$ cat config.mk
export PLATFORM = sky130hd
export DESIGN_NAME = salru_queue
export DESIGN_NICKNAME = d
export VERILOG_FILES = /design/src/rtl/salru_pkg.sv /design/src/rtl/salru_queue.sv
export SDC_FILE = /design/constraint.sdc
export NUM_CORES = 1
export LEC_CHECK = 0
export BUFFER_PORTS_ARGS = -buffer_cell sky130_fd_sc_hd__buf_2
export CORE_MARGIN = 8
export CORE_UTILIZATION = 55
export DETAILED_ROUTE_END_ITERATION = 10
export GPL_TIMING_DRIVEN = 0
export PLACE_DENSITY = 0.77
export REMOVE_ABC_BUFFERS = 1
export SLEW_MARGIN = 5
export SYNTH_ARGS = -nofsm -noshare
export SYNTH_HDL_FRONTEND = slang
export SYNTH_SLANG_ARGS = --single-unit
$ cat constraint.sdc
create_clock -name clk -period 6.05 [get_ports clk]
set_clock_uncertainty 0.1 [all_clocks]
set_input_delay 0.9075 -clock clk [delete_from_list [all_inputs] [get_ports clk]]
set_output_delay 0.9075 -clock clk [all_outputs]
set_load 0.1 [all_outputs]
$ cat src/rtl/salru_pkg.sv
// Shared constants and types for the set-associative LRU tag lookup.
// No dependencies; every other file refers to it by scoped names.
package salru_pkg;

    localparam int ADDR_W     = 32;
    localparam int CNT_W      = 32;
    localparam int CFG_W      = 4;
    localparam int CFG_IDX_W  = 2;
    localparam int OFFSET_MIN = 2;
    localparam int OFFSET_MAX = 12;
    localparam int INDEX_MAX  = 12;
    localparam int IDX_MAX_W  = INDEX_MAX;
    localparam int TAG_W      = ADDR_W - OFFSET_MIN;
    localparam int SHIFT_W    = 5;

    // Reciprocal shift that makes the quotient exact for every IDX_MAX_W-bit index
    localparam int QUOT_SHIFT = 2 * IDX_MAX_W;

    localparam int QDEPTH  = 4;
    localparam int QPTR_W  = 2;
    localparam int QCNT_W  = 3;

    localparam logic [CFG_IDX_W-1:0] REG_OFFSET_BITS = 2'd0;
    localparam logic [CFG_IDX_W-1:0] REG_INDEX_BITS  = 2'd1;
    localparam logic [CFG_IDX_W-1:0] REG_WAYS_IN_USE = 2'd2;

    localparam logic [CFG_W-1:0] OFFSET_RESET = 4'd2;
    localparam logic [CFG_W-1:0] INDEX_RESET  = 4'd8;
    localparam logic [CFG_W-1:0] WAYS_RESET   = 4'd1;

    // Geometry after range limiting
    typedef struct packed {
        logic [CFG_W-1:0] offset_bits;
        logic [CFG_W-1:0] index_bits;
        logic [CFG_W-1:0] ways_in_use;
    } cfg_t;

    // Back end status seen by the front end
    typedef struct packed {
        logic clearing;
    } back_status_t;

endpackage

$ cat src/rtl/salru_queue.sv
// Short request queue between the front end and the back end.
// Depends on salru_pkg.
module salru_queue #(
    parameter int SET_W = 8
) (
    input  logic                                clk,
    input  logic                                rst_n,
    input  logic                                push,
    input  logic [salru_pkg::TAG_W-1:0]         push_tag,
    input  logic [SET_W-1:0]                    push_set,
    input  logic                                pop,
    output logic                                empty,
    output logic [salru_pkg::QCNT_W-1:0]        count,
    output logic [salru_pkg::TAG_W-1:0]         head_tag,
    output logic [SET_W-1:0]                    head_set
);

    logic [salru_pkg::TAG_W-1:0]  tag_q [salru_pkg::QDEPTH];
    logic [SET_W-1:0]             set_q [salru_pkg::QDEPTH];
    logic [salru_pkg::QPTR_W-1:0] wr_ptr_reg, wr_ptr_next;
    logic [salru_pkg::QPTR_W-1:0] rd_ptr_reg, rd_ptr_next;
    logic [salru_pkg::QCNT_W-1:0] count_reg, count_next;

    assign wr_ptr_next = push ? wr_ptr_reg + 1'b1 : wr_ptr_reg;
    assign rd_ptr_next = pop  ? rd_ptr_reg + 1'b1 : rd_ptr_reg;

    always_comb
    begin
        unique case ({push, pop})
            2'b10:   count_next = count_reg + 1'b1;
            2'b01:   count_next = count_reg - 1'b1;
            default: count_next = count_reg;
        endcase
    end

    always_ff @(posedge clk or negedge rst_n)
    begin
        if (!rst_n)
        begin
            wr_ptr_reg <= '0;
            rd_ptr_reg <= '0;
            count_reg  <= '0;
        end
        else
        begin
            wr_ptr_reg <= wr_ptr_next;
            rd_ptr_reg <= rd_ptr_next;
            count_reg  <= count_next;
        end
    end

    always_ff @(posedge clk)
    begin
        if (push)
        begin
            tag_q[wr_ptr_reg] <= push_tag;
            set_q[wr_ptr_reg] <= push_set;
        end
    end

    assign empty    = (count_reg == '0);
    assign count    = count_reg;
    assign head_tag = tag_q[rd_ptr_reg];
    assign head_set = set_q[rd_ptr_reg];

endmodule

==> impl_metrics.toml, run 1 <==
[run_status]
outcome = "completed"

[sta]
fin_crit_ns = 3.431
finalSetupTns_ns = 0
setup_viol = 0
hold_viol = 0
tightest_slew_ns = 0.7935
rsz0062_at_grt = "false"
slew_headroom_pct = 47.10
drv_slew = 0
period_share_pct = 56.71
max_freq_mhz = 291.5

[die]
ios = 84
core_um2 = 10650
num_rows = 38
initial_core_util_pct = 55.60
die_w_um = 119.8
dieArea_um2 = 14340
die_y_um = 119.8

[layout]
fillers = 694
seq_area_um2 = 4745
layout-drive-gt1-share_pct = 47.40
final_cell_mix = "152 x edfxtp_1, 83 x buf_2, 38 x mux4_2"
area_growth_pct = 20.16
multi_input_area_um2 = 1051
final_common_cell = "edfxtp_1"
diodes = 0
nets = 381
largest_reg_flops = 120

[setup_path]
crit_end = "head_tag[18]"
cp-end-kind = "output pin"
rr_worst_depth = 4
slowest_delay_ns = 0.96
r2r_start = "wr_ptr_reg[0]$_DFFE_PN0P_"
crit_chain = "mux4_2 > buf_2"
critPathMaxFanout = 40
crit_path_top_delay_cell = "dfrtp_4"
critPathRequiredTime_ns = 5.04
crit_path_start = "rd_ptr_reg[0]$_DFFE_PN0P_"
r2r-end = "set_q[0][4]$_DFFE_PP_"
path_class = "flop to output pin"
rrSetupSlack_ns = 4.29
start_kind = "flop"
worstPathArrival_ns = 2.42
path_delay_family = "flip-flops"
cp_num_cells = 2
cp_num_buf_inv = 1

[flow_run]
cap_violations = 0

[min_path]
worstHoldPathType = "input pin to asynchronous set/reset pin"

[global_route]
grt_pass1_vias = 2943
grt_start_max_net_pins = 41
antenna_found_initial = 0
grt_usage_pct = 14.79
overflow = 0
grt_pass1_wl_mm = 15.42

[placed_design]
dp_hpwl_mm = 6.155
portBuffers = 83
gp_congestion = 0.6269

[yosys]
synth_area_um2 = 5922
synthArstFlopShare_pct = 4.403
syn_inst = 235
synthMuxAreaShare_pct = 14.45
synth_top_family_by_area = "multiplexers"
yosysSeqAreaShare_pct = 80.03
yosys_warnings = 0
synth-simple-area-share_pct = 0.7606
ys_types = 17
synth-edff-count = 152
syn_area_per_cell_um2 = 25.20
synth_ff_type = "edfxtp_1"
synthXorXnorAreaFrac_pct = 0.8874
synth_fa_ha_area_share_pct = 1.394
synth_compound_area_share_pct = 0.1690
yosys_register_bits = 159

[routing]
drt_iter0_markers = 194
avgRoutedWirePerCell_um = 20.47
wl_mm = 9.946
dr_total_vias = 2646
dr.pass1.iters = 4
drc = 0
ant_nets = 0
vias_per_cell = 5.444

[clock_tree]
cts_resized = 0
cts_tree = "done"
cts-buffers-inserted = 17
cts_root_buf = "clkbuf_8"
clock_sinks = 159
htree_levels = 4
clk_latency_ns = 0.52
clkTransAtPathRegs_ns = 0.07
post_cts_buffers = 0
ctsHoldBuffers = 0
cts_buffer_depth = 2
-- how the worst min path moves through the flow --
stage,slack [ns],cells past startpoint,end
after floorplan,0.39,1,wr_ptr_reg[0]$_DFFE_PN0P_
after global placement,0.38,1,count[2]$_DFFE_PN0P_
after detailed placement,0.40,1,count[2]$_DFFE_PN0P_
after CTS,0.07,1,count[1]$_DFFE_PN0P_
after global routing,0.08,1,rd_ptr_reg[0]$_DFFE_PN0P_
final,0.11,1,rd_ptr_reg[0]$_DFFE_PN0P_
-- worst reg2reg max path: cells and delay by family, from the launching register on --
| family | cells | cell delay, ns |
|---|---|---|
| DFF | 1 | 0.42 |
| adders and majority gates | 1 | 0.16 |
| and+or+nand+nor | 1 | 0.40 |
| buffers and inverters | 2 | 0.35 |
-- kinds of logic (layout without fill, tap and decap cells) --
logic type / count (synthesis) / in the layout
buf+inv: 15 / 126
flops: 159 / 159
mux: 38 / 38
simple gates: 9 / 9
fa+ha+maj: 6 / 6
xor+xnor: 6 / 6
compound gates: 2 / 2
-- cell type report --
cell class / instances / share of cell area, %
sequential: 159 / 66.68
multi-input combinational: 61 / 14.77
timing repair buffer: 88 / 7.350
clock buffer: 17 / 5.820
clock inverter: 15 / 2.602
tap: 140 / 2.462
inverter: 6 / 0.3165
-- per-stage QoR --
| step | hold slack (ns) | area, um^2 | util (%) | worst slack, ns | cells |
|---|---|---|---|---|---|
| finish | 0.1077 | 7116 | 66.81 | 2.619 | 486 |
| floorplan | 0.3914 | 5808 | - | 2.069 | 226 |
| global placement | 0.3799 | 6399 | 60.08 | 1.820 | 449 |
| global route | 0.08070 | 7116 | 66.81 | 2.446 | 486 |
| detailed placement | 0.3969 | 6516 | 61.18 | 3.103 | 454 |
| CTS | 0.07047 | 7116 | 66.81 | 2.515 | 486 |
-- synthesized netlist by cell type (2+ instances only) --
cell,instances,area share [%]
and2_1,4,0.42
buf_12,4,1.4
buf_2,3,0.25
dfrtp_1,7,3.0
edfxtp_1,152,77
ha_1,5,1.1
inv_1,6,0.38
mux4_2,38,14
nand2_1,3,0.19
o21ai_0,2,0.17
xnor2_1,2,0.30
xor2_1,4,0.59
-- metal layers --
layer  track usage, %  wire, um  up-vias
met5                0         0        -
met4            6.089       149        0
met3            6.247       688       14
met2            23.82      4904       83
met1            17.25      4204     1365
li1                 -         -     1184
Power of run 1 is not shown: default switching activity piles up to over one toggle a cycle in this logic, so the estimate is an artifact.
==> inputs of run 2 (changes only) <==
ABC_AREA = 1   (was not set)
PLACE_DENSITY = 0.76   (was 0.77)
clock period = 3.6 ns   (was 6.05 ns; I/O delays follow)
==> run 2 against run 1 <==
Net effect:
- critical path type unchanged
- utilization shrank 1.5 points
- setup slack got worse by 2.3 ns
- clock-buffer cell count grew 6
- synthesized cell count increased by 110%
==> impl_metrics.toml, run 2 <==
[run_status]
outcome = "completed"

[yosys]
synthArstFlopShare_pct = 4.403
netlist_top_cells_count = "152 x edfxtp_1, 125 x nand2_1, 89 x inv_1, 47 x o211ai_1, 29 x o211ai_2"
synth-edff-count = 152
synth_compound_area_share_pct = 11.00
synth_largest_area_cell = "edfxtp_1"
synthMuxAreaShare_pct = 0
syn_area_per_cell_um2 = 13.43
netlist_top_cells_area = "edfxtp_1 69%, nand2_1 7.1%, o211ai_2 5.5%"
synth_area_um2 = 6595
synth_fa_ha_area_share_pct = 1.252
yosys_register_bits = 159
synth_top_cell_area_share_pct = 69.21
synth_most_common_cell = "edfxtp_1"
synth_ff_type = "edfxtp_1"
yosys_warnings = 0
yosysSeqAreaShare_pct = 71.86
synth-simple-area-share_pct = 7.361
syn_inst = 491
ys_types = 20
synth_top_family_by_area = "compound AO/OA/AOI/OAI gates"
synthXorXnorAreaFrac_pct = 0.5312

[global_route]
overflow = 0
met3_usage_pct = 5.015
antenna_found_initial = 2
met1_usage_pct = 19.57
grt_pass1_wl_mm = 19.63
grt_usage_pct = 16.06
grt_pass1_vias = 3943
grt_busiest_layer = "met2"
grt_start_max_net_pins = 95
grt_use_met2_pct = 25.84

[placed_design]
placed_cells = 700
gp_congestion = 0.6720
dp_hpwl_mm = 7.323
portBuffers = 83
post_dp_cell_area_um2 = 7118

[sta]
tightest_slew_ns = 0.9322
drv_slew = 0
setup_viol = 0
rsz0062_at_grt = "false"
period_share_pct = 90.33
hold_viol = 0
fin_crit_ns = 3.252
fin_hold_ws_ns = 0.2388
max_freq_mhz = 307.5
slew_headroom_pct = 37.85

[layout]
diodes = 0
fin_area_um2 = 7741
final_common_cell = "edfxtp_1"
largest_reg_flops = 120
layout-drive-gt1-share_pct = 26.11
stdcell_count = 733
final_cell_mix = "152 x edfxtp_1, 125 x nand2_1, 85 x inv_1"
area_growth_pct = 17.38
nets = 621
utilization_pct = 65.26

[routing]
drc = 0
drt_iter0_markers = 256
ant_nets = 0
vias_per_cell = 5.139
dr_total_vias = 3767
avgRoutedWirePerCell_um = 16.63
wl_mm = 12.19
dr.pass1.iters = 5

[setup_path]
crit_path_top_delay_cell = "dfrtp_2"
cp-end-kind = "output pin"
path_class = "flop to output pin"
slowest_delay_ns = 0.75
rrSetupSlack_ns = 1.60
rr_worst_depth = 2
critPathRequiredTime_ns = 2.96
start_kind = "flop"
worstPathArrival_ns = 2.61
critPathMaxFanout = 39
crit_chain = "inv_4 > o211ai_2 > nand2_1 > buf_2"

[clock_tree]
post_cts_buffers = 0
cts_tree = "done"
clk_latency_ns = 0.41
cts_buffer_depth = 2
htree_levels = 4
clock_sinks = 159
clkTransAtPathRegs_ns = 0.06
cts-buffers-inserted = 17
cts_root_buf = "clkbuf_16"

[min_path]
worstHoldPathType = "input pin to flop"
min_delay_path_depth = 1

[die]
num_rows = 40
die_y_um = 125.5
core_um2 = 11860
ios = 84
die_w_um = 125.5
dieArea_um2 = 15750
initial_core_util_pct = 55.60

[flow_run]
cap_violations = 0
-- run 2: cell types whose count changed after synthesis, moves of 6 or more --
cell / previous run / this run
nand2_1: 3 / 125
o211ai_1: 0 / 47
inv_1: 6 / 89
buf_2: 3 / 13
buf_6: 1 / 7
o211ai_2: 0 / 29
mux4_2: 38 / 0
-- run 2: final timing paths --
kind | to | start
min in group asynchronous | count[0]$_DFFE_PN0P_ | rst_n
min | tag_q[0][8]$_DFFE_PP_ | push_tag[8]
min reg2reg | wr_ptr_reg[0]$_DFFE_PN0P_ | wr_ptr_reg[0]$_DFFE_PN0P_
max reg2reg | rd_ptr_reg[1]$_DFFE_PN0P_ | rd_ptr_reg[1]$_DFFE_PN0P_
max in group asynchronous | rd_ptr_reg[0]$_DFFE_PN0P_ | rst_n
max | head_tag[23] | rd_ptr_reg[1]$_DFFE_PN0P_
-- run 2: per-stage QoR --
step	setup TNS (ns)	worst slack, ns
floorplan	-39.99	-1.052
global placement	-65.22	-1.743
detailed placement	0	0.4227
CTS	0	0.3085
global route	0	0.2175
finish	0	0.3483
-- run 2: cells by family after synthesis --
kind of cell               Yosys count
and+or+nand+nor                    128
buffers and inverters              116
AOI/OAI and AO/OA                   78
xor gates and xnor gates             4
DFF                                159
adders and majority gates            6
-- run 2: per-layer routing --
| metal | vias to the layer above | part of all wire (%) | wire length, um |
|---|---|---|---|
| met2 | 98 | 48 | 5913 |
| met5 | - | 0.15 | 18 |
| met3 | 16 | 5.8 | 702 |
| li1 | 1856 | - | - |
| met4 | 4 | 1.3 | 155 |
| met1 | 1793 | 44 | 5403 |
-- run 2: final cells by class --
| class | count | area [um^2] |
|---|---|---|
| Clock buffer | 23 | 478.0 |
| Clock inverter | 9 | 132.6 |
| Fill cell | 891 | 4120 |
| Inverter | 90 | 340.3 |
| Multi-Input combinational cell | 216 | 1329 |
| Sequential cell | 159 | 4745 |
| Tap cell | 147 | 183.9 |
| Timing Repair Buffer | 89 | 533.0 |
-- run 2: worst max-delay path: cells and delay by family, from the launching register on --
family                 cells  cell delay (ns)
flip-flops                 1             0.75
AO/OA/AOI/OAI              1             0.18
AND/OR/NAND/NOR            1             0.14
buffers and inverters      2             1.09
-- run 2: repair_timing --
action / 4_1_cts / 5_1_grt
gates resized for setup: 1 / 0
endpoints found under the hold margin: 7 / 0
endpoints found under the setup margin: 4 / 0
hold buffers: 1 / 0
Power of run 2 is left out for the same reason.
