File: src/rtl/salru_pkg.sv
// Shared constants and types for the set-associative LRU tag lookup.
// No dependencies; every other file refers to it by scoped names.
package salru_pkg;

    localparam int ADDR_W     = 32;
    localparam int CNT_W      = 32;
    localparam int CFG_W      = 4;
    localparam int CFG_IDX_W  = 2;
    localparam int OFFSET_MIN = 2;
    localparam int OFFSET_MAX = 12;
    localparam int INDEX_MAX  = 12;
    localparam int IDX_MAX_W  = INDEX_MAX;
    localparam int TAG_W      = ADDR_W - OFFSET_MIN;
    localparam int SHIFT_W    = 5;

    // Reciprocal shift that makes the quotient exact for every IDX_MAX_W-bit index
    localparam int QUOT_SHIFT = 2 * IDX_MAX_W;

    localparam int QDEPTH  = 4;
    localparam int QPTR_W  = 2;
    localparam int QCNT_W  = 3;

    localparam logic [CFG_IDX_W-1:0] REG_OFFSET_BITS = 2'd0;
    localparam logic [CFG_IDX_W-1:0] REG_INDEX_BITS  = 2'd1;
    localparam logic [CFG_IDX_W-1:0] REG_WAYS_IN_USE = 2'd2;

    localparam logic [CFG_W-1:0] OFFSET_RESET = 4'd2;
    localparam logic [CFG_W-1:0] INDEX_RESET  = 4'd8;
    localparam logic [CFG_W-1:0] WAYS_RESET   = 4'd1;

    // Geometry after range limiting
    typedef struct packed {
        logic [CFG_W-1:0] offset_bits;
        logic [CFG_W-1:0] index_bits;
        logic [CFG_W-1:0] ways_in_use;
    } cfg_t;

    // Back end status seen by the front end
    typedef struct packed {
        logic clearing;
    } back_status_t;

endpackage

File: src/rtl/salru_front.sv
// Front end: accepts fetch addresses, splits them into set and tag, pushes to the queue.
// Depends on salru_pkg.
module salru_front #(
    parameter int MAX_SETS = 256,
    parameter int SET_W    = 8
) (
    input  logic                                clk,
    input  logic                                rst_n,
    input  logic                                start,
    input  logic [salru_pkg::ADDR_W-1:0]        access_address,
    input  salru_pkg::cfg_t                     cfg,
    input  salru_pkg::back_status_t             back_status,
    input  logic [salru_pkg::QCNT_W-1:0]        q_count,
    output logic                                busy,
    output logic                                push,
    output logic [salru_pkg::TAG_W-1:0]         push_tag,
    output logic [SET_W-1:0]                    push_set
);

    localparam int IW    = salru_pkg::IDX_MAX_W;
    localparam int QS    = salru_pkg::QUOT_SHIFT;
    localparam int PW    = IW + QS + 1;
    localparam longint RECIP_VAL =
        ((longint'(1) << QS) + longint'(MAX_SETS) - 1) / longint'(MAX_SETS);
    localparam logic [QS:0] RECIP   = (QS + 1)'(RECIP_VAL);
    localparam logic [IW:0] SETS_C  = (IW + 1)'(MAX_SETS);

    logic                          s1_valid_reg, s1_valid_next;
    logic [IW-1:0]                 s1_idx_reg;
    logic [salru_pkg::TAG_W-1:0]   s1_tag_reg;
    logic                          s2_valid_reg, s2_valid_next;
    logic [IW-1:0]                 s2_idx_reg;
    logic [IW-1:0]                 s2_quot_reg;
    logic [salru_pkg::TAG_W-1:0]   s2_tag_reg;

    logic                          accept;
    logic [salru_pkg::ADDR_W-1:0]  shifted;
    logic [salru_pkg::ADDR_W-1:0]  tag_full;
    logic [salru_pkg::SHIFT_W-1:0] tag_shift;
    logic [IW-1:0]                 idx_mask;
    logic [IW-1:0]                 idx;
    logic [PW-1:0]                 quot_prod;
    logic [2*IW:0]                 set_prod;
    logic [IW-1:0]                 set_rem;
    logic [salru_pkg::QCNT_W:0]    in_flight;

    // Hold off during the clear and while the queue could not absorb everything in flight
    assign in_flight = {1'b0, q_count} + (salru_pkg::QCNT_W + 1)'(s1_valid_reg)
                     + (salru_pkg::QCNT_W + 1)'(s2_valid_reg);
    assign busy   = back_status.clearing
                 || (in_flight >= (salru_pkg::QCNT_W + 1)'(salru_pkg::QDEPTH));
    assign accept = start && !busy;

    assign shifted   = access_address >> cfg.offset_bits;
    assign idx_mask  = ~({IW{1'b1}} << cfg.index_bits);
    assign idx       = shifted[IW-1:0] & idx_mask;
    assign tag_shift = salru_pkg::SHIFT_W'(cfg.offset_bits)
                     + salru_pkg::SHIFT_W'(cfg.index_bits);
    assign tag_full  = access_address >> tag_shift;

    // Index modulo set count: quotient by reciprocal, then subtract
    assign quot_prod = PW'(s1_idx_reg) * PW'(RECIP);
    assign set_prod  = (2*IW + 1)'(s2_quot_reg) * (2*IW + 1)'(SETS_C);
    assign set_rem   = s2_idx_reg - set_prod[IW-1:0];

    assign s1_valid_next = accept;
    assign s2_valid_next = s1_valid_reg;

    always_ff @(posedge clk or negedge rst_n)
    begin
        if (!rst_n)
        begin
            s1_valid_reg <= 1'b0;
            s2_valid_reg <= 1'b0;
        end
        else
        begin
            s1_valid_reg <= s1_valid_next;
            s2_valid_reg <= s2_valid_next;
        end
    end

    always_ff @(posedge clk)
    begin
        if (accept)
        begin
            s1_idx_reg <= idx;
            s1_tag_reg <= tag_full[salru_pkg::TAG_W-1:0];
        end
        if (s1_valid_reg)
        begin
            s2_idx_reg  <= s1_idx_reg;
            s2_quot_reg <= quot_prod[QS +: IW];
            s2_tag_reg  <= s1_tag_reg;
        end
    end

    assign push     = s2_valid_reg;
    assign push_tag = s2_tag_reg;
    assign push_set = set_rem[SET_W-1:0];

endmodule

File: config.mk
export PLATFORM = sky130hd
export DESIGN_NAME = salru_front
export DESIGN_NICKNAME = d
export VERILOG_FILES = /design/src/rtl/salru_pkg.sv /design/src/rtl/salru_front.sv
export SDC_FILE = /design/constraint.sdc
export NUM_CORES = 1
export LEC_CHECK = 0
export ABC_AREA = 1
export BUFFER_PORTS_ARGS = -buffer_cell sky130_fd_sc_hd__buf_2
export CAP_MARGIN = 0
export CORE_MARGIN = 2
export CORE_UTILIZATION = 40
export CTS_CLUSTER_SIZE = 24
export DETAILED_ROUTE_END_ITERATION = 10
export PLACE_DENSITY = 0.66
export SLEW_MARGIN = 20
export SYNTH_ARGS = -nofsm -noshare
export SYNTH_HDL_FRONTEND = slang
export SYNTH_SLANG_ARGS = --single-unit
File: constraint.sdc
create_clock -name clk -period 2.9 [get_ports clk]
set_input_delay 0.435 -clock clk [delete_from_list [all_inputs] [get_ports clk]]
set_output_delay 0.435 -clock clk [all_outputs]
set_load 0.05 [all_outputs]
==> results of run 1 <==
cell usage after synthesis (all sizes together) (2+ instances only):
library cell	instances
nand2	189
clkbuf	5
inv	17
nand3	263
nor2	24
buf	35
edfxtp	76
o21ai	5
ha	5
dfrtp	2
a21oi	9
a21boi	2
nor3	2
stage by stage:
stage / util (%) / worst slack, ns / instance area (sq um) / cells / total power [W]
finish: 47.0 / 0.663 / 5880 / 886 / 0.00343
global route: 47.0 / 0.527 / 5880 / 886 / 0.00362
CTS: 47.0 / 0.685 / 5880 / 886 / 0.00345
detailed placement: 44.6 / 0.377 / 5580 / 869 / 0.00235
global placement: 44.6 / 0.385 / 5580 / 869 / 0.00234
floorplan: - / 0.0744 / 5110 / 640 / 0.00214
power groups by stage:
stage	logic (W)	clock network, W	registers (W)
after floorplan	0.000736	0	0.00140
after global placement	0.000991	0	0.00135
after detailed placement	0.00100	0	0.00135
after CTS	0.00101	0.00111	0.00132
after global routing	0.00114	0.00116	0.00133
final	0.00102	0.00109	0.00132
logic make-up (layout without fill, tap and decap cells):
logic type                 after synthesis  after routing  share of synthesized area, %
DFF                                     78             78                          45.7
and+or+nand+nor                        480            480                          43.6
buffers and inverters                   58            132                          6.99
adders and majority gates                6              6                          1.62
AOI/OAI and AO/OA                       18             18                          2.06
metal layers:
metal  track usage (%)  vias to the layer above  routed length [um]
met5                 0                        -                   0
met4              6.75                        0                 221
met3              2.63                       15                 762
met2              32.4                      177                6450
met1              26.9                     2193                5730
li1                  -                     2388                   -
cell type report:
type / instances / share of cell area, %
Timing Repair Buffer: 98 / 9.32
Clock buffer: 11 / 3.96
Inverter: 18 / 1.23
Clock inverter: 5 / 1.02
Multi-Input combinational cell: 504 / 41.1
Tap cell: 172 / 3.66
Sequential cell: 78 / 39.7
worst reg2reg max path: stages (launching register included):
cell	delay (ns)
dfrtp_1	0.38
ha_1	0.27
a21oi_1	0.12
o21ai_1	0.12
nor2_4	0.10
buf_4	0.42
worst min-delay path by stage:
stage                     cells past startpoint           end      startpoint  slack (ns)
after floorplan                               0          push           rst_n        0.14
after global placement                        1          push           rst_n        0.22
after detailed placement                      1          push           rst_n        0.22
after CTS                                     2  s1_valid_reg           rst_n        0.41
after global routing                          0  push_tag[19]  s1_tag_reg[19]        0.42
final                                         0  push_tag[12]  s1_tag_reg[12]        0.42
==> results by group, run 1 <==
Pwr
  • Int Pwr: 0.00230 W
  • Sequential share of power: 38.6%
  • Combinational share of power: 29.6%
  • Pwr/cell area: between 500 and 600 nW/um^2
  • Sw Ratio: 33.1%
  • Leak: around 2.5 nW
  • Max IR drop VDD: 326 uV
  • P_sw: 0.00113 W
  • Clk pwr share: roughly a third

Setup path
  • WP depth: 12
  • Critical path type: primary input to flop
  • CP most frequent cell: nand3_1
  • CP startpoint: cfg[4]
  • Worst path bufs/invs: 4
  • Critical path endpoint: s1_tag_reg[0]
  • FF-to-FF End: s1_tag_reg[15]
  • Worst reg2reg path depth: 5
  • CP Max Fanout: 17
  • Req. time, crit path: 3.09 ns
  • R2r startpoint: push
  • Critical Path, Cell by Cell: buf_2 > ha_1 > inv_1 > fa_1 > inv_1 > nand2_1 > nand2_4 > buf_4 > nand3_1 > nand3_1 > nand3_1 > nand2_1
  • CP delay by family, top: simple AND/OR/NAND/NOR gates
  • Reg-to-reg setup timing slack: around 1.1 ns
  • Startpoint class of the critical path: primary input
  • Slowest cell on crit path: fa_1
  • Worst Path Arrival: 2.42 ns
  • Crit path capture type: flop
  • Crit-path max cell delay: 0.40 ns

Clock tree
  • Clk sinks: 78
  • Clock buffer depth: 2
  • CTS Buf Count: 9
  • H-tree levels: 3
  • Clk Latency, worst-skew pair: 0.33 ns
  • CTS Hold Bufs: 1
  • Root Driver: clkbuf_16
  • TritonCTS clock tree: yes
  • CTS clk-pin slew, worst paths: 0.06 ns
  • Post-CTS Resized: 0
  • Setup bufs post-CTS: 0

Final layout
  • Commonest non-fill, non-tap cell in the layout: nand3_1
  • Fillers: 1246
  • Register area: roughly 2300 sq um
  • Multi-input gate area: 2420 sq um
  • Most frequent cells in the layout: nand3_1 (251), nand2_1 (185), buf_2 (86)
  • Area growth, synth to finish: 15.3%
  • # nets final: 766
  • # diodes: 0
  • Ratio of cells with drive above 1 in the final layout: 18.8%

Job
  • MaxCap Viol Count: 0

Die
  • CORE AREA: ~13000 sq um
  • Initial Util: 40.8%
  • FP Rows: 41
  • Die X: 117 um
  • Die height: 117 um
  • IO Pins: 91
  • Die Area: ~14000 sq um

Drt
  • Avg WL per Cell: 14.9 um
  • Detail Route Antenna Nets: 0
  • First drt pass iteration count: 5
  • DRT iter0 DRCs: between 400 and 500
  • DR DRC count: 0
  • Via count: 4773
  • Via density: 5.39
  • Routed wire length: 13200 um

Placed design
  • HPWL Detailed: 9620 um
  • Port Buffers: 86
  • Gpl congestion: 0.865

Outcome
  • Outcome: finished, final reports clean

Global route
  • Remaining global-route overflow: 0
  • Initial antenna violation count: 0
  • Vias in the first global route: 4305
  • Total track usage: around 20%
  • Pin count of the biggest net entering global routing: 40
  • First-pass GRT wire length: 21100 um

Logic synthesis
  • Cells after synthesis: 640
  • Mapped Area: just over 5000 sq um
  • Sequential fraction of the synthesis area: 45.7%
  • Top cell type's share of synthesized area: around 45%
  • Register bit total from synthesis: 78
  • Synth top area cells: edfxtp_1 (45%), nand3_1 (25%), nand2_1 (14%), nand3_2 (2.4%), buf_6 (2.2%)
  • Yosys warns: 0
  • Dominant synthesized flop cell: edfxtp_1
  • Post-synth EDFFs: 76
  • Dominant cell type by area after synthesis: edfxtp_1
  • Post-synth cell types: 29
  • Mapped Nets: 697
  • FFs w/ async S/R, synth: 2.56%
  • Syn Area/Cell: 7.97 sq um

Worst hold path
  • Worst hold path class: flop to flop

STA
  • Worst Skew: 0.00510 ns
  • Min Tclk post-route: 2.24 ns
  • Fin crit share: 77.2%
  • Final Hold Viols: 0
  • Slew @ Worst Pin: 0.623 ns
  • TNS Setup: 0 ns
  • Final Setup Violations: 0
  • Worst slew margin: 58.4%
  • RSZ-0062 raised after global routing: false
  • Worst Hold Margin: 0.416 ns
  • Max Slew Vio Count: 0
  • Fmax: 447 MHz
(Power assumes the default switching activity.)
==> inputs of run 2 (changes only) <==
--- a/config.mk
+++ b/config.mk
@@ -5,14 +5,14 @@
 export SDC_FILE = /design/constraint.sdc
 export NUM_CORES = 1
 export LEC_CHECK = 0
-export ABC_AREA = 1
+export ABC_AREA = 0
 export BUFFER_PORTS_ARGS = -buffer_cell sky130_fd_sc_hd__buf_2
 export CAP_MARGIN = 0
 export CORE_MARGIN = 2
 export CORE_UTILIZATION = 40
 export CTS_CLUSTER_SIZE = 24
 export DETAILED_ROUTE_END_ITERATION = 10
-export PLACE_DENSITY = 0.66
+export PLACE_DENSITY = 0.64
 export SLEW_MARGIN = 20
 export SYNTH_ARGS = -nofsm -noshare
 export SYNTH_HDL_FRONTEND = slang
==> constraint.sdc (replaced) <==
create_clock -name clk -period 2.1 [get_ports clk]
set_input_delay 0.315 -clock clk [delete_from_list [all_inputs] [get_ports clk]]
set_output_delay 0.315 -clock clk [all_outputs]
set_load 0.05 [all_outputs]
==> run 2 against run 1 <==
The flow now finishes with violations (setup timing). First-iteration DRC count fell by 35%. Synthesized cell count fell by 35%. Hold slack got worse by 0.11 ns. Clock power rose by 37%. Global-route usage fell by 0.15 points. Critical endpoint is now s1_tag_reg[3]. Highest routed layer unchanged.
==> results by group, run 2 <==
Outcome
  • Outcome: finished with violations (was finished, final reports clean)
  • Failing checks: setup timing

Setup path
  • CP most frequent cell: a21oi_2 (was nand3_1)
  • Startpoint class of the critical path: primary input (unchanged)
  • Critical Path, Cell by Cell: buf_8 > ha_4 > inv_2 > fa_2 > buf_6 > mux4_2 > mux2i_2 > nand2_1 > a21oi_2 > a21oi_2 (was buf_2 > ha_1 > inv_1 > fa_1 > inv_1 > nand2_1 > nand2_4 > buf_4 > nand3_1 > nand3_1 > nand3_1 > nand2_1)
  • CP Max Fanout: 8 (was 17)
  • Critical path type: primary input to flop (unchanged)
  • Worst Path Arrival: 2.31 ns (was 2.42 ns)
  • Crit path capture type: flop (unchanged)
  • Crit-path max cell delay: 0.59 ns (was 0.40 ns)
  • Slowest cell on crit path: fa_2 (was fa_1)
  • Req. time, crit path: 2.18 ns (was 3.09 ns)

Global route
  • Pin count of the biggest net entering global routing: 40 (unchanged)
  • Vias in the first global route: 3808 (was 4305)
  • Global routing usage on met3: 3.08% (was 2.63%)
  • Remaining global-route overflow: 0 (unchanged)
  • Initial antenna violation count: 0 (unchanged)
  • GR peak layer: met2 (unchanged)
  • Total track usage: 19.5% (was 19.7%)
  • GR Util met2: 32.4% (about the same)
  • First-pass GRT wire length: 19600 um (was 21100 um)
  • Met1 global-route usage: 26.0% (was 26.9%)

Final layout
  • Fillers: 1075 (was 1246)
  • Area growth, synth to finish: 35.1% (was 15.3%)
  • # nets final: 604 (was 766)
  • Most frequent cells in the layout: buf_2 (83), edfxtp_1 (76), buf_4 (54) (was nand3_1 (251), nand2_1 (185), buf_2 (86))
  • Register area: 2330 sq um (about the same)
  • Commonest non-fill, non-tap cell in the layout: buf_2 (was nand3_1)
  • Ratio of cells with drive above 1 in the final layout: 45.3% (was 18.8%)
  • Multi-input gate area: 2600 sq um (was 2420 sq um)
  • Finished Cell Area: 6520 sq um (was 5880 sq um)
  • # diodes: 0 (unchanged)

Placed design
  • Dpl ws: -0.611 ns (was 0.377 ns)
  • Port Buffers: 86 (unchanged)
  • HPWL Detailed: 9530 um (was 9620 um)
  • Gpl congestion: 0.906 (was 0.865)
  • Placed Area: 5850 sq um (was 5580 sq um)

Logic synthesis
  • Syn Area/Cell: 11.7 sq um (was 7.97 sq um)
  • Mapped Nets: 470 (was 697)
  • Post-synth EDFFs: 76 (unchanged)
  • Synth top area cells: edfxtp_1 (47%), mux2i_1 (9.3%), mux4_2 (4.7%), mux4_1 (3.8%), mux2_2 (3.7%) (was edfxtp_1 (45%), nand3_1 (25%), nand2_1 (14%), nand3_2 (2.4%), buf_6 (2.2%))
  • Dominant cell type by area after synthesis: edfxtp_1 (unchanged)
  • Count leader, synth: edfxtp_1 (was nand3_1)
  • Mapped Area: 4820 sq um (was 5100 sq um)
  • Register bit total from synthesis: 78 (unchanged)
  • Post-synth cell types: 48 (was 29)
  • Yosys warns: 0 (unchanged)
  • Cells after synthesis: 413 (was 640)
  • Leading cell types by count after synthesis: edfxtp_1 (76), mux2i_1 (45), nand2_1 (43), nor2_1 (37), a21oi_1 (21) (was nand3_1 (251), nand2_1 (185), edfxtp_1 (76), nor2_1 (24), buf_2 (19))
  • Dominant synthesized flop cell: edfxtp_1 (unchanged)
  • FFs w/ async S/R, synth: 2.56% (unchanged)
  • Sequential fraction of the synthesis area: 48.3% (was 45.7%)
  • Top cell type's share of synthesized area: 47.3% (was 44.7%)

Drt
  • First drt pass iteration count: 4 (was 5)
  • Via count: 3856 (was 4773)
  • Avg WL per Cell: 17.9 um (was 14.9 um)
  • DR DRC count: 0 (unchanged)
  • Via density: 5.52 (was 5.39)
  • Routed wire length: 12500 um (was 13200 um)
  • DRT iter0 DRCs: 273 (was 419)
  • Detail Route Antenna Nets: 0 (unchanged)

Clock tree
  • Root Driver: clkbuf_16 (unchanged)
  • H-tree levels: 3 (unchanged)
  • Clk sinks: 78 (unchanged)
  • TritonCTS clock tree: yes (unchanged)
  • Clock buffer depth: 2 (unchanged)
  • CTS clk-pin slew, worst paths: 0.06 ns (about the same)
  • Clk Latency, worst-skew pair: 0.33 ns (about the same)
  • CTS Buf Count: 9 (unchanged)

Pwr
  • Pwr/cell area: 808 nW/um^2 (was 583 nW/um^2)
  • Max IR drop VDD: 418 uV (was 326 uV)
  • Final Power: 0.00527 W (was 0.00343 W)
  • Leak: 2.61 nW (was 2.55 nW)

STA
  • Max Slew Vio Count: 0 (unchanged)
  • Fin crit share: 107%
  • Slew @ Worst Pin: 0.474 ns (was 0.623 ns)
  • Min Tclk post-route: 2.24 ns
  • Final Setup Violations: 12 (was 0)
  • Worst slew margin: 68.4% (was 58.4%)
  • Fmax: 447 MHz
  • Final setup margin: -0.137 ns (was 0.663 ns)
  • Final Hold Viols: 0 (unchanged)
  • Worst Skew: 0.00762 ns (was 0.00510 ns)
  • RSZ-0062 raised after global routing: true (was false)

Die
  • Initial Util: 40.5% (was 40.8%)
  • IO Pins: 91 (unchanged)
  • Die height: 114 um (was 117 um)
  • FP Rows: 40 (was 41)
  • CORE AREA: 11900 sq um (was 12500 sq um)
  • Die Area: 13000 sq um (was 13700 sq um)
  • Die X: 114 um (was 117 um)

Job
  • MaxCap Viol Count: 0 (unchanged)

Worst hold path
  • Worst hold path class: primary input to async pin (was flop to flop)
-- run 2: changes by cell type after synthesis, sizes merged, moves of 9 or more --
| cell | before | now |
|---|---|---|
| inv | 17 | 8 |
| nand2 | 189 | 43 |
| a211oi | 0 | 15 |
| nor2b | 0 | 9 |
| nor2 | 24 | 37 |
| a21oi | 9 | 22 |
| o21ai | 5 | 24 |
| mux2 | 0 | 17 |
| buf | 35 | 22 |
| nand3 | 263 | 12 |
| mux4 | 0 | 17 |
| mux2i | 0 | 45 |
-- run 2: through the flow --
step / hold slack, ns / std cells / setup TNS [ns] / util [%]
after floorplan: 0.0194 / 413 / -16.10 / -
after global placement: 0.100 / 680 / -13.99 / 49.1
after detailed placement: 0.105 / 680 / -14.29 / 49.1
after CTS: 0.285 / 699 / -0.642 / 52.5
after global routing: 0.323 / 699 / -1.71 / 54.7
final: 0.311 / 699 / -0.793 / 54.7
-- run 2: power breakdown --
group	leakage (nW)	switching (W)	internal (W)
Combinational	1.76	0.00105	0.000892
Clock	0.134	0.000572	0.000915
Sequential	0.716	0.0000161	0.00183
Total	2.61	0.00163	0.00364
-- run 2: worst max-delay path, delay by kind of cell --
kind	cells	cell delay, ns
buf+inv	3	0.27
compound gates	2	0.17
simple gates	1	0.09
mux	2	0.75
fa+ha+maj	2	0.72
-- run 2: final timing paths --
kind	depth (start not counted)	slack (ns)	startpoint	end
max in group asynchronous	2	1.68	rst_n	push
hold reg to reg	0	0.41	s1_tag_reg[0]	push_tag[0]
hold / removal	2	0.31	rst_n	s1_valid_reg
setup reg to reg	5	0.29	push	s1_tag_reg[29]
setup / recovery	10	-0.14	cfg[4]	s1_tag_reg[3]
min in group clk	0	0.41	s1_tag_reg[0]	push_tag[0]
-- run 2: layout make-up --
class                           instances  area share, %
Multi-Input combinational cell        295           39.9
Sequential cell                        78           35.8
Timing Repair Buffer                  153           16.2
Clock buffer                           10           3.51
Tap cell                              147           2.82
Clock inverter                          6          0.960
Inverter                               10          0.768
-- run 2: kinds of logic (layout without fill, tap and decap cells) --
logic type      count (synthesis)  in the layout  share of synthesized area [%]
buf+inv                        40            179                           4.80
flops                          78             78                           48.3
simple gates                  118            118                           10.7
mux                            79             79                           21.8
fa+ha+maj                       6              6                           1.71
xor+xnor                        4              4                          0.882
compound gates                 88             88                           11.8
-- run 2: what timing repair did --
action,CTS,global route
pin swaps,10,12
hold buffers,1,0
hold endpoints to repair,2,0
setup buffers,1,2
endpoints found under the setup margin,26,25
resized for setup,23,59
cloned,1,0
-- run 2: metal layers --
metal | part of all wire, % | wire (um)
met1 | 44 | 5530
met2 | 49 | 6120
met3 | 4.5 | 568
met4 | 2.4 | 299
met5 | 0 | 0
==> inputs of run 3 (changes only) <==
--- a/config.mk
+++ b/config.mk
@@ -5,14 +5,14 @@
 export SDC_FILE = /design/constraint.sdc
 export NUM_CORES = 1
 export LEC_CHECK = 0
-export ABC_AREA = 0
+export ABC_AREA = 1
 export BUFFER_PORTS_ARGS = -buffer_cell sky130_fd_sc_hd__buf_2
 export CAP_MARGIN = 0
 export CORE_MARGIN = 2
 export CORE_UTILIZATION = 40
 export CTS_CLUSTER_SIZE = 24
 export DETAILED_ROUTE_END_ITERATION = 10
-export PLACE_DENSITY = 0.64
+export PLACE_DENSITY = 0.63
 export SLEW_MARGIN = 20
 export SYNTH_ARGS = -nofsm -noshare
 export SYNTH_HDL_FRONTEND = slang
==> run 3 against run 2 <==
The flow now finishes without violations. Non-clock buffer count decreased by 34. Die area increased by 5.5%. Count of clock-buffer cells in the layout unchanged. Highest routed layer unchanged. Setup slack improved by 0.25 ns. Sequential power about the same. Critical endpoint is now s1_tag_reg[4]. Largest cell class unchanged. Register-to-register slack improved by 0.22 ns. Final cell count increased by 30%. Fmax increased by 13%. Wire length increased by 8.7%. Hold slack got worse by 0.014 ns. Critical path depth increased by 1. Via count increased by 26%.
==> results by group, run 3 (synthesis results as in run 1) <==
Drt
  • Avg WL per Cell: 15.0 um (was 17.9 um)
  • Via density: 5.36 (was 5.52)
  • DRT iter0 DRCs: 444 (was 273)
  • Detail Route Antenna Nets: 0 (unchanged)
  • Routed wire length: 13600 um (was 12500 um)
  • Via count: 4858 (was 3856)
  • First drt pass iteration count: 5 (was 4)
  • DR DRC count: 0 (unchanged)

STA
  • TNS Setup: 0 ns (was -0.793 ns)
  • RSZ-0062 raised after global routing: false (was true)
  • Final Hold Viols: 0 (unchanged)
  • Min Tclk post-route: 1.99 ns (was 2.24 ns)
  • Final Setup Violations: 0 (was 12)
  • Fmax: 504 MHz (was 447 MHz)
  • Worst slew margin: 57.6% (was 68.4%)
  • Slew @ Worst Pin: 0.635 ns (was 0.474 ns)
  • Worst Hold Margin: 0.297 ns (was 0.311 ns)
  • Fin crit share: 94.5% (was 107%)
  • Final setup margin: 0.114 ns (was -0.137 ns)
  • Max Slew Vio Count: 0 (unchanged)
  • Worst Skew: 0.00650 ns (was 0.00762 ns)

Die
  • CORE AREA: 12500 sq um (was 11900 sq um)
  • Die height: 117 um (was 114 um)
  • Initial Util: 40.8% (was 40.5%)
  • Die Area: 13700 sq um (was 13000 sq um)
  • IO Pins: 91 (unchanged)
  • Die X: 117 um (was 114 um)
  • FP Rows: 41 (was 40)

Setup path
  • Startpoint class of the critical path: primary input (unchanged)
  • Crit path capture type: flop (unchanged)
  • CP Max Fanout: 7 (was 8)
  • R2r startpoint: push (unchanged)
  • FF-to-FF End: s1_tag_reg[9] (was s1_tag_reg[29])
  • Req. time, crit path: 2.18 ns (about the same)
  • Worst Path Arrival: 2.07 ns (was 2.31 ns)
  • Worst reg2reg path depth: 5 (unchanged)
  • Reg-to-reg setup timing slack: 0.51 ns (was 0.29 ns)
  • Critical path type: primary input to flop (unchanged)

Pwr
  • Combinational share of power: 31.3% (was 36.8%)
  • Int Pwr: 0.00325 W (was 0.00364 W)
  • Leak: 2.67 nW (was 2.61 nW)
  • Sw Ratio: 32.9% (was 31.0%)
  • Pwr/cell area: 788 nW/um^2 (was 808 nW/um^2)
  • P_sw: 0.00159 W (was 0.00163 W)
  • Max IR drop VDD: 406 uV (was 418 uV)
  • Sequential share of power: 37.9% (was 35.0%)
  • Clk pwr share: 30.9% (was 28.2%)

Placed design
  • Gpl congestion: 0.906 (about the same)
  • Dpl ws: -0.217 ns (was -0.611 ns)
  • Port Buffers: 86 (unchanged)
  • HPWL Detailed: 10300 um (was 9530 um)

Final layout
  • # diodes: 0 (unchanged)
  • Area growth, synth to finish: 20.3% (was 35.1%)
  • Most frequent cells in the layout: nand3_1 (251), nand2_1 (185), buf_2 (86) (was buf_2 (83), edfxtp_1 (76), buf_4 (54))
  • Commonest non-fill, non-tap cell in the layout: nand3_1 (was buf_2)
  • Ratio of cells with drive above 1 in the final layout: 21.8% (was 45.3%)
  • # nets final: 787 (was 604)

Global route
  • Pin count of the biggest net entering global routing: 40 (unchanged)
  • Total track usage: 20.2% (was 19.5%)
  • Initial antenna violation count: 0 (unchanged)
  • Remaining global-route overflow: 0 (unchanged)
  • First-pass GRT wire length: 21400 um (was 19600 um)
  • Vias in the first global route: 4297 (was 3808)

Clock tree
  • Clk sinks: 78 (unchanged)
  • Setup bufs post-CTS: 0 (was 1)
  • Clock buffer depth: 2 (unchanged)
  • H-tree levels: 3 (unchanged)
  • Clk Latency, worst-skew pair: 0.33 ns (about the same)
  • Root Driver: clkbuf_16 (unchanged)
  • CTS clk-pin slew, worst paths: 0.06 ns (about the same)
  • TritonCTS clock tree: yes (unchanged)
  • CTS Buf Count: 9 (unchanged)

Outcome
  • Outcome: finished, final reports clean (was finished with violations)

Worst hold path
  • Worst hold path class: primary input to async pin (unchanged)

Job
  • MaxCap Viol Count: 0 (unchanged)
## run 3: cell types whose count changed in the layout (fill, tap and decap cells not counted), sizes merged, moves of 17 or more
cell,before,now
mux4,17,0
o21ai,24,5
mux2i,45,0
mux2,17,0
nand2,43,189
nand3,12,263
buf,152,118
## run 3: worst max path at each step
stage,startpoint,to,slack (ns),depth (start not counted)
6_report,cfg[4],s1_tag_reg[4],0.11,11
5_1_grt,cfg[4],s1_tag_reg[0],0.002,11
4_1_cts,cfg[4],s1_tag_reg[2],0.13,11
3_5_place_dp,cfg[4],s1_tag_reg[2],-0.22,11
3_3_place_gp,cfg[4],s1_tag_reg[0],-0.20,11
2_1_floorplan,push,s1_idx_reg[0],-0.03,4
## run 3: layer usage
metal	vias up	track usage, %	routed length (um)
met5	-	0	0
met1	2227	26.9	5870
met4	0	5.73	212
li1	2426	-	-
met3	20	3.35	825
met2	185	34.2	6700
## run 3: worst max-delay path, stage by stage
cell	delay, ns
buf_2	0.11
ha_1	0.21
inv_1	0.07
fa_1	0.48
inv_1	0.15
buf_4	0.17
nand3_1	0.11
nand3_1	0.10
nand3_1	0.13
nand3_1	0.17
nand2_1	0.07
## run 3: through the flow
| stage | instances | power [W] | util [%] | area (sq um) |
|---|---|---|---|---|
| final | 907 | 0.00483 | 49.0 | 6140 |
| after global routing | 907 | 0.00512 | 49.0 | 6140 |
| after CTS | 907 | 0.00486 | 49.0 | 6140 |
| after detailed placement | 890 | 0.00336 | 46.6 | 5840 |
| after global placement | 890 | 0.00334 | 46.6 | 5840 |
| after floorplan | 640 | 0.00296 | - | 5150 |
## run 3: area by class of cell
type                            count  area, sq um
Multi-Input combinational cell    504         2450
Clock buffer                       10          229
Timing Repair Buffer              119          768
Tap cell                          172          215
Clock inverter                      6         62.6
Inverter                           18         72.6
Fill cell                        1252         6380
Sequential cell                    78         2330
## run 3: power by group through the flow
stage	Sequential (W)	Clock (W)	Combinational (W)
final	0.00183	0.00149	0.00151
after global routing	0.00183	0.00160	0.00168
after CTS	0.00183	0.00153	0.00150
after detailed placement	0.00186	0	0.00150
after global placement	0.00186	0	0.00148
after floorplan	0.00194	0	0.00102
## run 3: repair_timing
action	4_1_cts	5_1_grt
hold buffers	1	0
resized for setup	0	0
endpoints found under the hold margin	2	0
